## src/rtl/core/vcsa_pkg.sv

```systemverilog
// Package for the vertex cache slot assigner.
// Holds sizes, command codes, payload and control structs and the FSM type.
// No dependencies.
`timescale 1ns / 1ps
`default_nettype none

package vcsa_pkg;

  localparam int CACHE_SLOTS = 32;
  localparam int SLOT_W      = $clog2(CACHE_SLOTS);
  localparam int CNT_W       = $clog2(CACHE_SLOTS + 1);

  localparam int SLOT_NUM_W  = 5;
  localparam int LIMIT_W     = 6;
  localparam logic [LIMIT_W-1:0] LIMIT_RESET = 6'd32;

  localparam logic CMD_WRITE = 1'b0;
  localparam logic CMD_BATCH = 1'b1;

  typedef struct packed {
    logic                  command;
    logic [SLOT_NUM_W-1:0] slot_number;
    logic signed [15:0]    buffer_id;
    logic signed [15:0]    vertex_number;
    logic signed [7:0]     matrix_number;
    logic                  last_in_batch;
  } item_t;

  typedef struct packed {
    logic [SLOT_NUM_W-1:0] assigned_slot;
    logic                  reused;
    logic                  overflow;
    logic                  last_result;
  } result_t;

  // Vertex identity as held in a slot; all ones is an empty slot.
  typedef struct packed {
    logic [15:0] buffer_id;
    logic [15:0] vertex_number;
    logic [7:0]  matrix_number;
  } ident_t;

  localparam ident_t IDENT_EMPTY = '1;

  // One collected batch vertex.
  typedef struct packed {
    logic              matched;
    logic [SLOT_W-1:0] slot;
  } entry_t;

  // Control broadcast from the sequencer to every cell.
  typedef struct packed {
    logic             mark;
    logic             store;
    logic [CNT_W-1:0] store_pos;
    logic             shift_batch;
    logic             shift_used;
    logic             clear_used;
  } cell_ctl_t;

  typedef enum logic [1:0] {
    ST_IDLE,
    ST_MATCH,
    ST_STORE,
    ST_WALK
  } state_e;

endpackage

`default_nettype wire

```

## src/rtl/core/vcsa_cell.sv

```systemverilog
// One slot cell: resident identity, in-use flag and one batch entry.
// Used flags and batch entries move one cell towards slot 0 on a shift.
// Depends on vcsa_pkg.
`timescale 1ns / 1ps
`default_nettype none

module vcsa_cell (
  input  wire logic                    clk_i,
  input  wire logic                    rst_ni,
  input  wire logic [vcsa_pkg::CNT_W-1:0] idx_i,
  input  wire vcsa_pkg::cell_ctl_t     ctl_i,
  input  wire logic [vcsa_pkg::CNT_W-1:0] limit_i,
  input  wire logic                    wr_en_i,
  input  wire vcsa_pkg::ident_t        wr_ident_i,
  input  wire vcsa_pkg::ident_t        probe_i,
  input  wire vcsa_pkg::entry_t        store_entry_i,
  input  wire vcsa_pkg::entry_t        entry_next_i,
  input  wire logic                    used_next_i,
  output logic                         match_o,
  output vcsa_pkg::entry_t             entry_o,
  output logic                         used_o
);

  vcsa_pkg::ident_t ident_q;
  vcsa_pkg::entry_t entry_q;
  logic             used_q, used_d;

  assign match_o = (ident_q == probe_i) && (idx_i < limit_i);
  assign entry_o = entry_q;
  assign used_o  = used_q;

  always_comb begin
    used_d = used_q;
    if (ctl_i.clear_used) begin
      used_d = 1'b0;
    end else if (ctl_i.mark && match_o) begin
      used_d = 1'b1;
    end else if (ctl_i.shift_used) begin
      used_d = used_next_i;
    end
  end

  always_ff @(posedge clk_i or negedge rst_ni) begin
    if (!rst_ni) begin
      ident_q <= vcsa_pkg::IDENT_EMPTY;
      used_q  <= 1'b0;
    end else begin
      if (wr_en_i) begin
        ident_q <= wr_ident_i;
      end
      used_q <= used_d;
    end
  end

  // batch payload, no reset
  always_ff @(posedge clk_i) begin
    if (ctl_i.store && (ctl_i.store_pos == idx_i)) begin
      entry_q <= store_entry_i;
    end else if (ctl_i.shift_batch) begin
      entry_q <= entry_next_i;
    end
  end

endmodule

`default_nettype wire

```

## src/rtl/core/vcsa_ctrl.sv

```systemverilog
// Sequencer: accepts transactions, holds the limit register, picks the highest
// match, and walks the batch at the head of the cell chain to hand out slots.
// Depends on vcsa_pkg.
`timescale 1ns / 1ps
`default_nettype none

module vcsa_ctrl (
  input  wire logic                                clk_i,
  input  wire logic                                rst_ni,
  input  wire logic                                start_i,
  input  wire vcsa_pkg::item_t                     item_i,
  input  wire logic                                cfg_we_i,
  input  wire logic [vcsa_pkg::LIMIT_W-1:0]        cfg_wdata_i,
  input  wire logic [vcsa_pkg::CACHE_SLOTS-1:0]    match_i,
  input  wire vcsa_pkg::entry_t                    head_i,
  input  wire logic                                head_used_i,
  output logic                                     busy_o,
  output logic                                     wr_en_o,
  output vcsa_pkg::cell_ctl_t                      ctl_o,
  output logic [vcsa_pkg::CNT_W-1:0]               limit_o,
  output vcsa_pkg::ident_t                         probe_o,
  output vcsa_pkg::entry_t                         store_entry_o,
  output logic                                     result_valid_o,
  output vcsa_pkg::result_t                        result_o
);

  localparam logic [vcsa_pkg::CNT_W-1:0] SLOTS_C = vcsa_pkg::CNT_W'(vcsa_pkg::CACHE_SLOTS);
  localparam logic [vcsa_pkg::CNT_W-1:0] ONE_C   = vcsa_pkg::CNT_W'(1);

  vcsa_pkg::state_e                      state_q, state_d;
  vcsa_pkg::item_t                       item_q;
  logic [vcsa_pkg::CACHE_SLOTS-1:0]      match_q;
  logic [vcsa_pkg::LIMIT_W-1:0]          slot_limit_q;
  logic [vcsa_pkg::CNT_W-1:0]            count_q, count_d;
  logic [vcsa_pkg::CNT_W-1:0]            target_q, target_d;
  logic                                  res_valid_q, res_valid_d;
  vcsa_pkg::result_t                     res_q, res_d;
  logic                                  accept, batch_acc;
  logic                                  emit;

  // values above the slot count act as the slot count
  always_comb begin
    if (int'(slot_limit_q) > vcsa_pkg::CACHE_SLOTS) begin
      limit_o = SLOTS_C;
    end else begin
      limit_o = vcsa_pkg::CNT_W'(slot_limit_q);
    end
  end

  assign busy_o = (state_q == vcsa_pkg::ST_MATCH) || (state_q == vcsa_pkg::ST_WALK) ||
                  ((state_q == vcsa_pkg::ST_STORE) && item_q.last_in_batch);
  assign accept    = start_i && !busy_o;
  assign batch_acc = accept && (item_i.command == vcsa_pkg::CMD_BATCH);
  assign wr_en_o   = accept && (item_i.command == vcsa_pkg::CMD_WRITE);

  assign probe_o = '{buffer_id:     item_q.buffer_id,
                     vertex_number: item_q.vertex_number,
                     matrix_number: item_q.matrix_number};

  // highest matching slot wins
  always_comb begin
    store_entry_o = '0;
    for (int i = 0; i < vcsa_pkg::CACHE_SLOTS; i++) begin
      if (match_q[i]) begin
        store_entry_o.matched = 1'b1;
        store_entry_o.slot    = vcsa_pkg::SLOT_W'(i);
      end
    end
  end

  // next state
  always_comb begin
    state_d = state_q;
    case (state_q)
      vcsa_pkg::ST_IDLE: begin
        if (batch_acc) state_d = vcsa_pkg::ST_MATCH;
      end
      vcsa_pkg::ST_MATCH: begin
        state_d = vcsa_pkg::ST_STORE;
      end
      vcsa_pkg::ST_STORE: begin
        if (item_q.last_in_batch) begin
          state_d = vcsa_pkg::ST_WALK;
        end else if (batch_acc) begin
          state_d = vcsa_pkg::ST_MATCH;
        end else begin
          state_d = vcsa_pkg::ST_IDLE;
        end
      end
      vcsa_pkg::ST_WALK: begin
        if (emit && (count_q == ONE_C)) state_d = vcsa_pkg::ST_IDLE;
      end
      default: state_d = vcsa_pkg::ST_IDLE;
    endcase
  end

  // outputs and datapath
  always_comb begin
    ctl_o       = '0;
    ctl_o.store_pos = count_q;
    emit        = 1'b0;
    res_d       = '0;
    count_d     = count_q;
    target_d    = target_q;
    case (state_q)
      vcsa_pkg::ST_MATCH: begin
        ctl_o.mark = (count_q < SLOTS_C);
      end
      vcsa_pkg::ST_STORE: begin
        if (count_q < SLOTS_C) begin
          ctl_o.store = 1'b1;
          count_d     = count_q + ONE_C;
        end
      end
      vcsa_pkg::ST_WALK: begin
        if (head_i.matched) begin
          emit                = 1'b1;
          res_d.assigned_slot = vcsa_pkg::SLOT_NUM_W'(head_i.slot);
          res_d.reused        = 1'b1;
          ctl_o.shift_batch   = 1'b1;
        end else if (target_q < limit_o) begin
          // skip slots taken by matches, one per cycle
          ctl_o.shift_used = 1'b1;
          target_d         = target_q + ONE_C;
          if (!head_used_i) begin
            emit                = 1'b1;
            res_d.assigned_slot = vcsa_pkg::SLOT_NUM_W'(target_q);
            ctl_o.shift_batch   = 1'b1;
          end
        end else begin
          emit              = 1'b1;
          res_d.overflow    = 1'b1;
          ctl_o.shift_batch = 1'b1;
        end
        if (emit) begin
          count_d           = count_q - ONE_C;
          res_d.last_result = (count_q == ONE_C);
          if (count_q == ONE_C) begin
            ctl_o.clear_used = 1'b1;
            target_d         = '0;
          end
        end
      end
      default: ;
    endcase
  end

  assign res_valid_d    = emit;
  assign result_valid_o = res_valid_q;
  assign result_o       = res_q;

  always_ff @(posedge clk_i or negedge rst_ni) begin
    if (!rst_ni) begin
      state_q      <= vcsa_pkg::ST_IDLE;
      slot_limit_q <= vcsa_pkg::LIMIT_RESET;
      count_q      <= '0;
      target_q     <= '0;
      res_valid_q  <= 1'b0;
    end else begin
      state_q     <= state_d;
      count_q     <= count_d;
      target_q    <= target_d;
      res_valid_q <= res_valid_d;
      if (cfg_we_i) begin
        slot_limit_q <= cfg_wdata_i;
      end
    end
  end

  always_ff @(posedge clk_i) begin
    if (batch_acc) item_q <= item_i;
    if (state_q == vcsa_pkg::ST_MATCH) match_q <= match_i;
    res_q <= res_d;
  end

endmodule

`default_nettype wire

```

## src/rtl/core/vertex_cache_slot_assigner.sv

```systemverilog
// Vertex cache slot assigner: a write transaction (no busy) loads a resident
// slot; a batch transaction is matched against every slot below the limit. Each
// batch vertex passes the compare state followed by the highest-match select, and
// the next vertex can be taken during the select. The vertex marked last holds
// busy through its own compare and select and then the allocation walk, which
// runs through the batch at the head of the cell chain, skipping in-use slots.
// Results come at most one per cycle on result_valid_o for a single cycle each,
// registered and shown in the cycle after the walk step that makes them, so the
// last result shows in the first cycle with busy low; the receiver has no way to
// stall them.
// Depends on vcsa_pkg, vcsa_cell and vcsa_ctrl.
`timescale 1ns / 1ps
`default_nettype none

module vertex_cache_slot_assigner (
  input  wire logic                         clk_i,
  input  wire logic                         rst_ni,
  input  wire logic                         start,
  output logic                              busy,
  input  wire vcsa_pkg::item_t              item_i,
  input  wire logic                         cfg_we_i,
  input  wire logic [vcsa_pkg::LIMIT_W-1:0] cfg_wdata_i,
  output logic                              result_valid_o,
  output vcsa_pkg::result_t                 result_o
);

  vcsa_pkg::cell_ctl_t              ctl;
  logic [vcsa_pkg::CNT_W-1:0]       limit;
  vcsa_pkg::ident_t                 probe;
  vcsa_pkg::ident_t                 wr_ident;
  vcsa_pkg::entry_t                 store_entry;
  logic                             wr_en;
  logic [vcsa_pkg::CACHE_SLOTS-1:0] match_vec;
  vcsa_pkg::entry_t                 entry_w [vcsa_pkg::CACHE_SLOTS+1];
  logic                             used_w  [vcsa_pkg::CACHE_SLOTS+1];

  assign wr_ident = '{buffer_id:     item_i.buffer_id,
                      vertex_number: item_i.vertex_number,
                      matrix_number: item_i.matrix_number};

  // end of the chain shifts in empty entries and free slots
  assign entry_w[vcsa_pkg::CACHE_SLOTS] = '0;
  assign used_w[vcsa_pkg::CACHE_SLOTS]  = 1'b0;

  vcsa_ctrl u_ctrl (
    .clk_i          (clk_i),
    .rst_ni         (rst_ni),
    .start_i        (start),
    .item_i         (item_i),
    .cfg_we_i       (cfg_we_i),
    .cfg_wdata_i    (cfg_wdata_i),
    .match_i        (match_vec),
    .head_i         (entry_w[0]),
    .head_used_i    (used_w[0]),
    .busy_o         (busy),
    .wr_en_o        (wr_en),
    .ctl_o          (ctl),
    .limit_o        (limit),
    .probe_o        (probe),
    .store_entry_o  (store_entry),
    .result_valid_o (result_valid_o),
    .result_o       (result_o)
  );

  for (genvar g = 0; g < vcsa_pkg::CACHE_SLOTS; g++) begin : g_cell
    vcsa_cell u_cell (
      .clk_i         (clk_i),
      .rst_ni        (rst_ni),
      .idx_i         (vcsa_pkg::CNT_W'(g)),
      .ctl_i         (ctl),
      .limit_i       (limit),
      .wr_en_i       (wr_en && (int'(item_i.slot_number) == g)),
      .wr_ident_i    (wr_ident),
      .probe_i       (probe),
      .store_entry_i (store_entry),
      .entry_next_i  (entry_w[g+1]),
      .used_next_i   (used_w[g+1]),
      .match_o       (match_vec[g]),
      .entry_o       (entry_w[g]),
      .used_o        (used_w[g])
    );
  end

endmodule

`default_nettype wire

```

## config.mk

```make
export PLATFORM = sky130hd
export DESIGN_NAME = vertex_cache_slot_assigner
export DESIGN_NICKNAME = d
export VERILOG_FILES = /design/src/rtl/core/vcsa_pkg.sv /design/src/rtl/core/vcsa_cell.sv /design/src/rtl/core/vcsa_ctrl.sv /design/src/rtl/core/vertex_cache_slot_assigner.sv
export SDC_FILE = /design/constraint.sdc
export NUM_CORES = 2
export LEC_CHECK = 0
export ABC_AREA = 1
export ABC_CLOCK_PERIOD_IN_PS = 4700
export BUFFER_PORTS_ARGS = -buffer_cell sky130_fd_sc_hd__buf_4
export CORE_ASPECT_RATIO = 0.7
export CORE_MARGIN = 2
export CORE_UTILIZATION = 39
export DETAILED_ROUTE_END_ITERATION = 10
export GPL_ROUTABILITY_DRIVEN = 0
export HOLD_SLACK_MARGIN = 0.02
export PLACE_DENSITY = 0.56
export SYNTH_ARGS = -nofsm -noshare
export SYNTH_HDL_FRONTEND = slang
export SYNTH_SLANG_ARGS = --single-unit
```

## constraint.sdc

```tcl
create_clock -name clk_i -period 4.7 [get_ports clk_i]
set_clock_uncertainty 0.2 [all_clocks]
set_input_delay 0.705 -clock clk_i [delete_from_list [all_inputs] [get_ports clk_i]]
set_output_delay 0.705 -clock clk_i [all_outputs]
set_load 0.1 [all_outputs]
```

==> results.toml <==
[status]
outcome = "complete, no violations"

[synth]
syn_inst = 8342
synth_top_family_by_area = "simple AND/OR/NAND/NOR gates"
synthXorXnorAreaFrac = 0.0968
syn_area_per_cell_sq_um = 9.33
muxShareOfSynthArea = 0
ys_seq_area_frac = 0.553
yosys.area_share.simple = 0.165
synthArstFlopShare = 0.830
synthAdderAreaFrac = 0.00177
netlist_area_sq_um = 77800
synth_edf_count = 265
yosys_warnings = 0
synthFlopType = "dfstp_2"
synth.distinct_cells = 67
ys_ff_latch = 1606
synth_compound_gate_area_share = 0.123
synth_nets = 8410

[cts]
post_cts_buffers = 0
numCtsBuffers = 169
h-tree-depth = 4
cts.sinks = 1606
holdBufCountCts = 43
post_cts_resized = 0
cts.path.max_buffers = 4
clock_latency_ps = 840
clock-root-buffer = "clkbuf_16"
clk_pin_slew_worst_paths_ps = 70
tritoncts = "built"

[pwr]
p_int_mw = 30.6
ir_drop_v = 0.000325
power_mw = 45.2
seqPwrFrac = 0.468
p_leak_nw = 34.4
p_per_area_nw_per_um2 = 517
switchingPower_mw = 14.6
pwr-share-clk = 0.309
p_sw_frac = 0.323
comb_power_share = 0.223

[setup_path]
path_max_fanout = 10
r2r-start = "u_ctrl.probe_o[38]"
reg2reg_to = "g_cell[31].u_cell.used_o"
critical_path_class = "flop to flop"
worstPathRequired_ps = 5270
reg2reg_slack_ps = 700
rr_worst_depth = 8
setup.worst_path.end_class = "flop"
critPathLaunchType = "flop"
crit_arrival_ps = 4570

[grt]
grt_overflow = 0
track_usage = 0.303
first_global_vias = 58000
antenna_found_initial = 34
grt_pass1_wl_um = 438000
grt_max_degree = 169

[placement]
dp_hpwl_um = 202000
port_buffers = 66

[floorplanning]
die_w_um = 538
start_util = 0.391
die_area_sq_um = 203000
core_sq_um = 199000
fp.dieH_um = 378
rows = 137
io_pins = 67

[worst_hold_path]
worstHoldEndpoint = "g_cell[16].u_cell.ident_q[22]"
hold_depth = 3
hold_start = "item_i[23]"
hp-class = "input port to flop"

[finish]
area_growth_pct = 12.2
layout-drive-gt1-share = 0.241
nets = 8345
fillers = 19100

[sta]
period_needed_ps = 4000
post-route-period-util = 0.851
rsz0062_at_grt = "no"
setup_viol = 0
worst_slew_pin_slew_ps = 1340
timing_hold_violations_final = 0
slew_violations = 0
finalSetupTns_ps = 0
relSlewSlack = 0.102
max_freq_mhz = 250

[route]
avgViaCountPerCell = 5.70
wl_per_cell_um = 28.2
wl_um = 312000
first_iter_violations = 8806
drtAntennaViolNets = 0
drc = 0
firstDrtPassIters = 7
vias = 63000

[run]
drv_cap = 0
[how the worst max path moves through the flow]
stage | from | end | slack, ps
global placement | u_ctrl.slot_limit_q[0] | u_ctrl.count_q[3] | 910
global route | u_ctrl.slot_limit_q[1] | u_ctrl.count_q[3] | 580
detailed placement | u_ctrl.probe_o[34] | g_cell[23].u_cell.used_o | 960
finish | u_ctrl.probe_o[38] | g_cell[31].u_cell.used_o | 700
CTS | u_ctrl.slot_limit_q[5] | u_ctrl.count_q[3] | 930
floorplan | u_ctrl.state_q[1] | u_ctrl.item_q[0] | 1040
[layer usage]
metal  up-vias  wire length [um]  global-route usage
li1      27400                 -                   -
met1     31000            134000               0.438
met2      3836            121000               0.404
met3       666             46800               0.128
met4        10             10900              0.0898
met5         -                57                   0
[cell type report]
cell class | count | area [sq um] | share of cell area
tap | 2641 | 3300 | 0.0378
clock buffer | 248 | 4970 | 0.0569
inverter | 515 | 1940 | 0.0222
clock inverter | 54 | 626 | 0.00716
multi-input combinational | 5636 | 30300 | 0.347
sequential | 1606 | 43100 | 0.493
timing repair buffer | 349 | 3100 | 0.0355
antenna | 6 | 15.0 | 0.000172
[critical path, cell delays in order, from the launching register on]
cell       delay, ps
edfxtp_1         350
clkinv_1         730
nand2_1          470
o2111ai_1        150
a2111oi_0        620
buf_4            230
nand4_1          230
nor4_2           690
a22o_1           230
[cell usage after synthesis, types with 10 or more instances]
cell type	count	area [sq um]
inv_2	19	71.3
nor2_1	537	2020
nand4_1	159	995
o21ai_0	1208	6050
nor3_1	42	210
a221oi_1	29	254
buf_2	91	455
xnor2_1	406	3560
nor3b_1	10	75.1
ha_1	11	138
a2111oi_2	12	180
buf_6	38	428
a2111oi_0	10	87.6
nor4b_1	11	96.3
a211oi_1	10	75.1
or2_2	61	382
or4_1	23	173
clkinv_1	14	52.6
a31oi_1	16	100
clkbuf_1	413	1550
nand3_1	74	370
a21oi_1	308	1540
nand2_1	1888	7090
dfrtp_1	52	1300
buf_4	37	278
o2111ai_1	38	333
xor2_1	454	3980
o221ai_1	20	175
o22ai_1	64	400
nor4_1	140	876
dfstp_2	1281	33700
inv_1	480	1800
nor4_2	16	200
edfxtp_1	265	7960
[layout by cell type, fill, tap and decap left out, types with 28 or more instances in the layout]
master and instances:
nor3_1 42, clkbuf_8 34, nand2_1 1868, a221oi_1 29, buf_12 28, o22ai_1 64
clkbuf_1 40, clkbuf_16 174, xnor2_1 406, nor2_1 535, dfstp_2 1281, o2111ai_1 38
dlygate4sd3_1 43, or2_2 61, o21ai_0 1208, xor2_1 454, nor4_1 132, dfrtp_1 52
buf_4 277, inv_1 470, a21oi_1 308, nand3_1 74, inv_2 29, edfxtp_1 265
nand4_1 159
[sequential cells by signal, indices dropped and copies added (netlist names), 2 cells and up]
register / flops
g_cell.u_cell.ident_q: 1280
u_ctrl.match_q: 32
u_ctrl.target_q: 6
u_ctrl.result_o: 8
g_cell.u_cell.entry_o: 192
g_cell.u_cell.used_o: 32
u_ctrl.slot_limit_q: 6
u_ctrl.probe_o: 40
u_ctrl.state_q: 2
u_ctrl.count_q: 6
[stage by stage]
stage | instances | util | setup slack [ps] | hold slack [ps] | cell area, sq um
detailed placement | 10700 | 0.409 | 962 | 282 | 81300
finish | 11100 | 0.439 | 702 | 43.1 | 87400
global placement | 10700 | 0.409 | 906 | 279 | 81300
floorplan | 8342 | - | 1040 | 209 | 77900
CTS | 11000 | 0.439 | 927 | 20.2 | 87300
global route | 11000 | 0.439 | 577 | 30.0 | 87300
[power by group through the flow]
stage               Sequential [mW]  Clock [mW]  Combinational [mW]
floorplan                      20.7           0                6.45
global placement               21.2           0                9.57
detailed placement             21.2           0                9.74
CTS                            21.1        14.1                9.83
global route                   21.5        14.6                11.0
finish                         21.1        13.9                10.1
[logic make-up (layout without fill, tap and decap cells)]
group,after synthesis,after routing
simple gates,3001,3001
compound gates,1764,1764
flops,1606,1606
buf+inv,1100,1166
xor+xnor,860,860
fa+ha+maj,11,11
other cells,0,6
(Power assumes the default switching activity.)
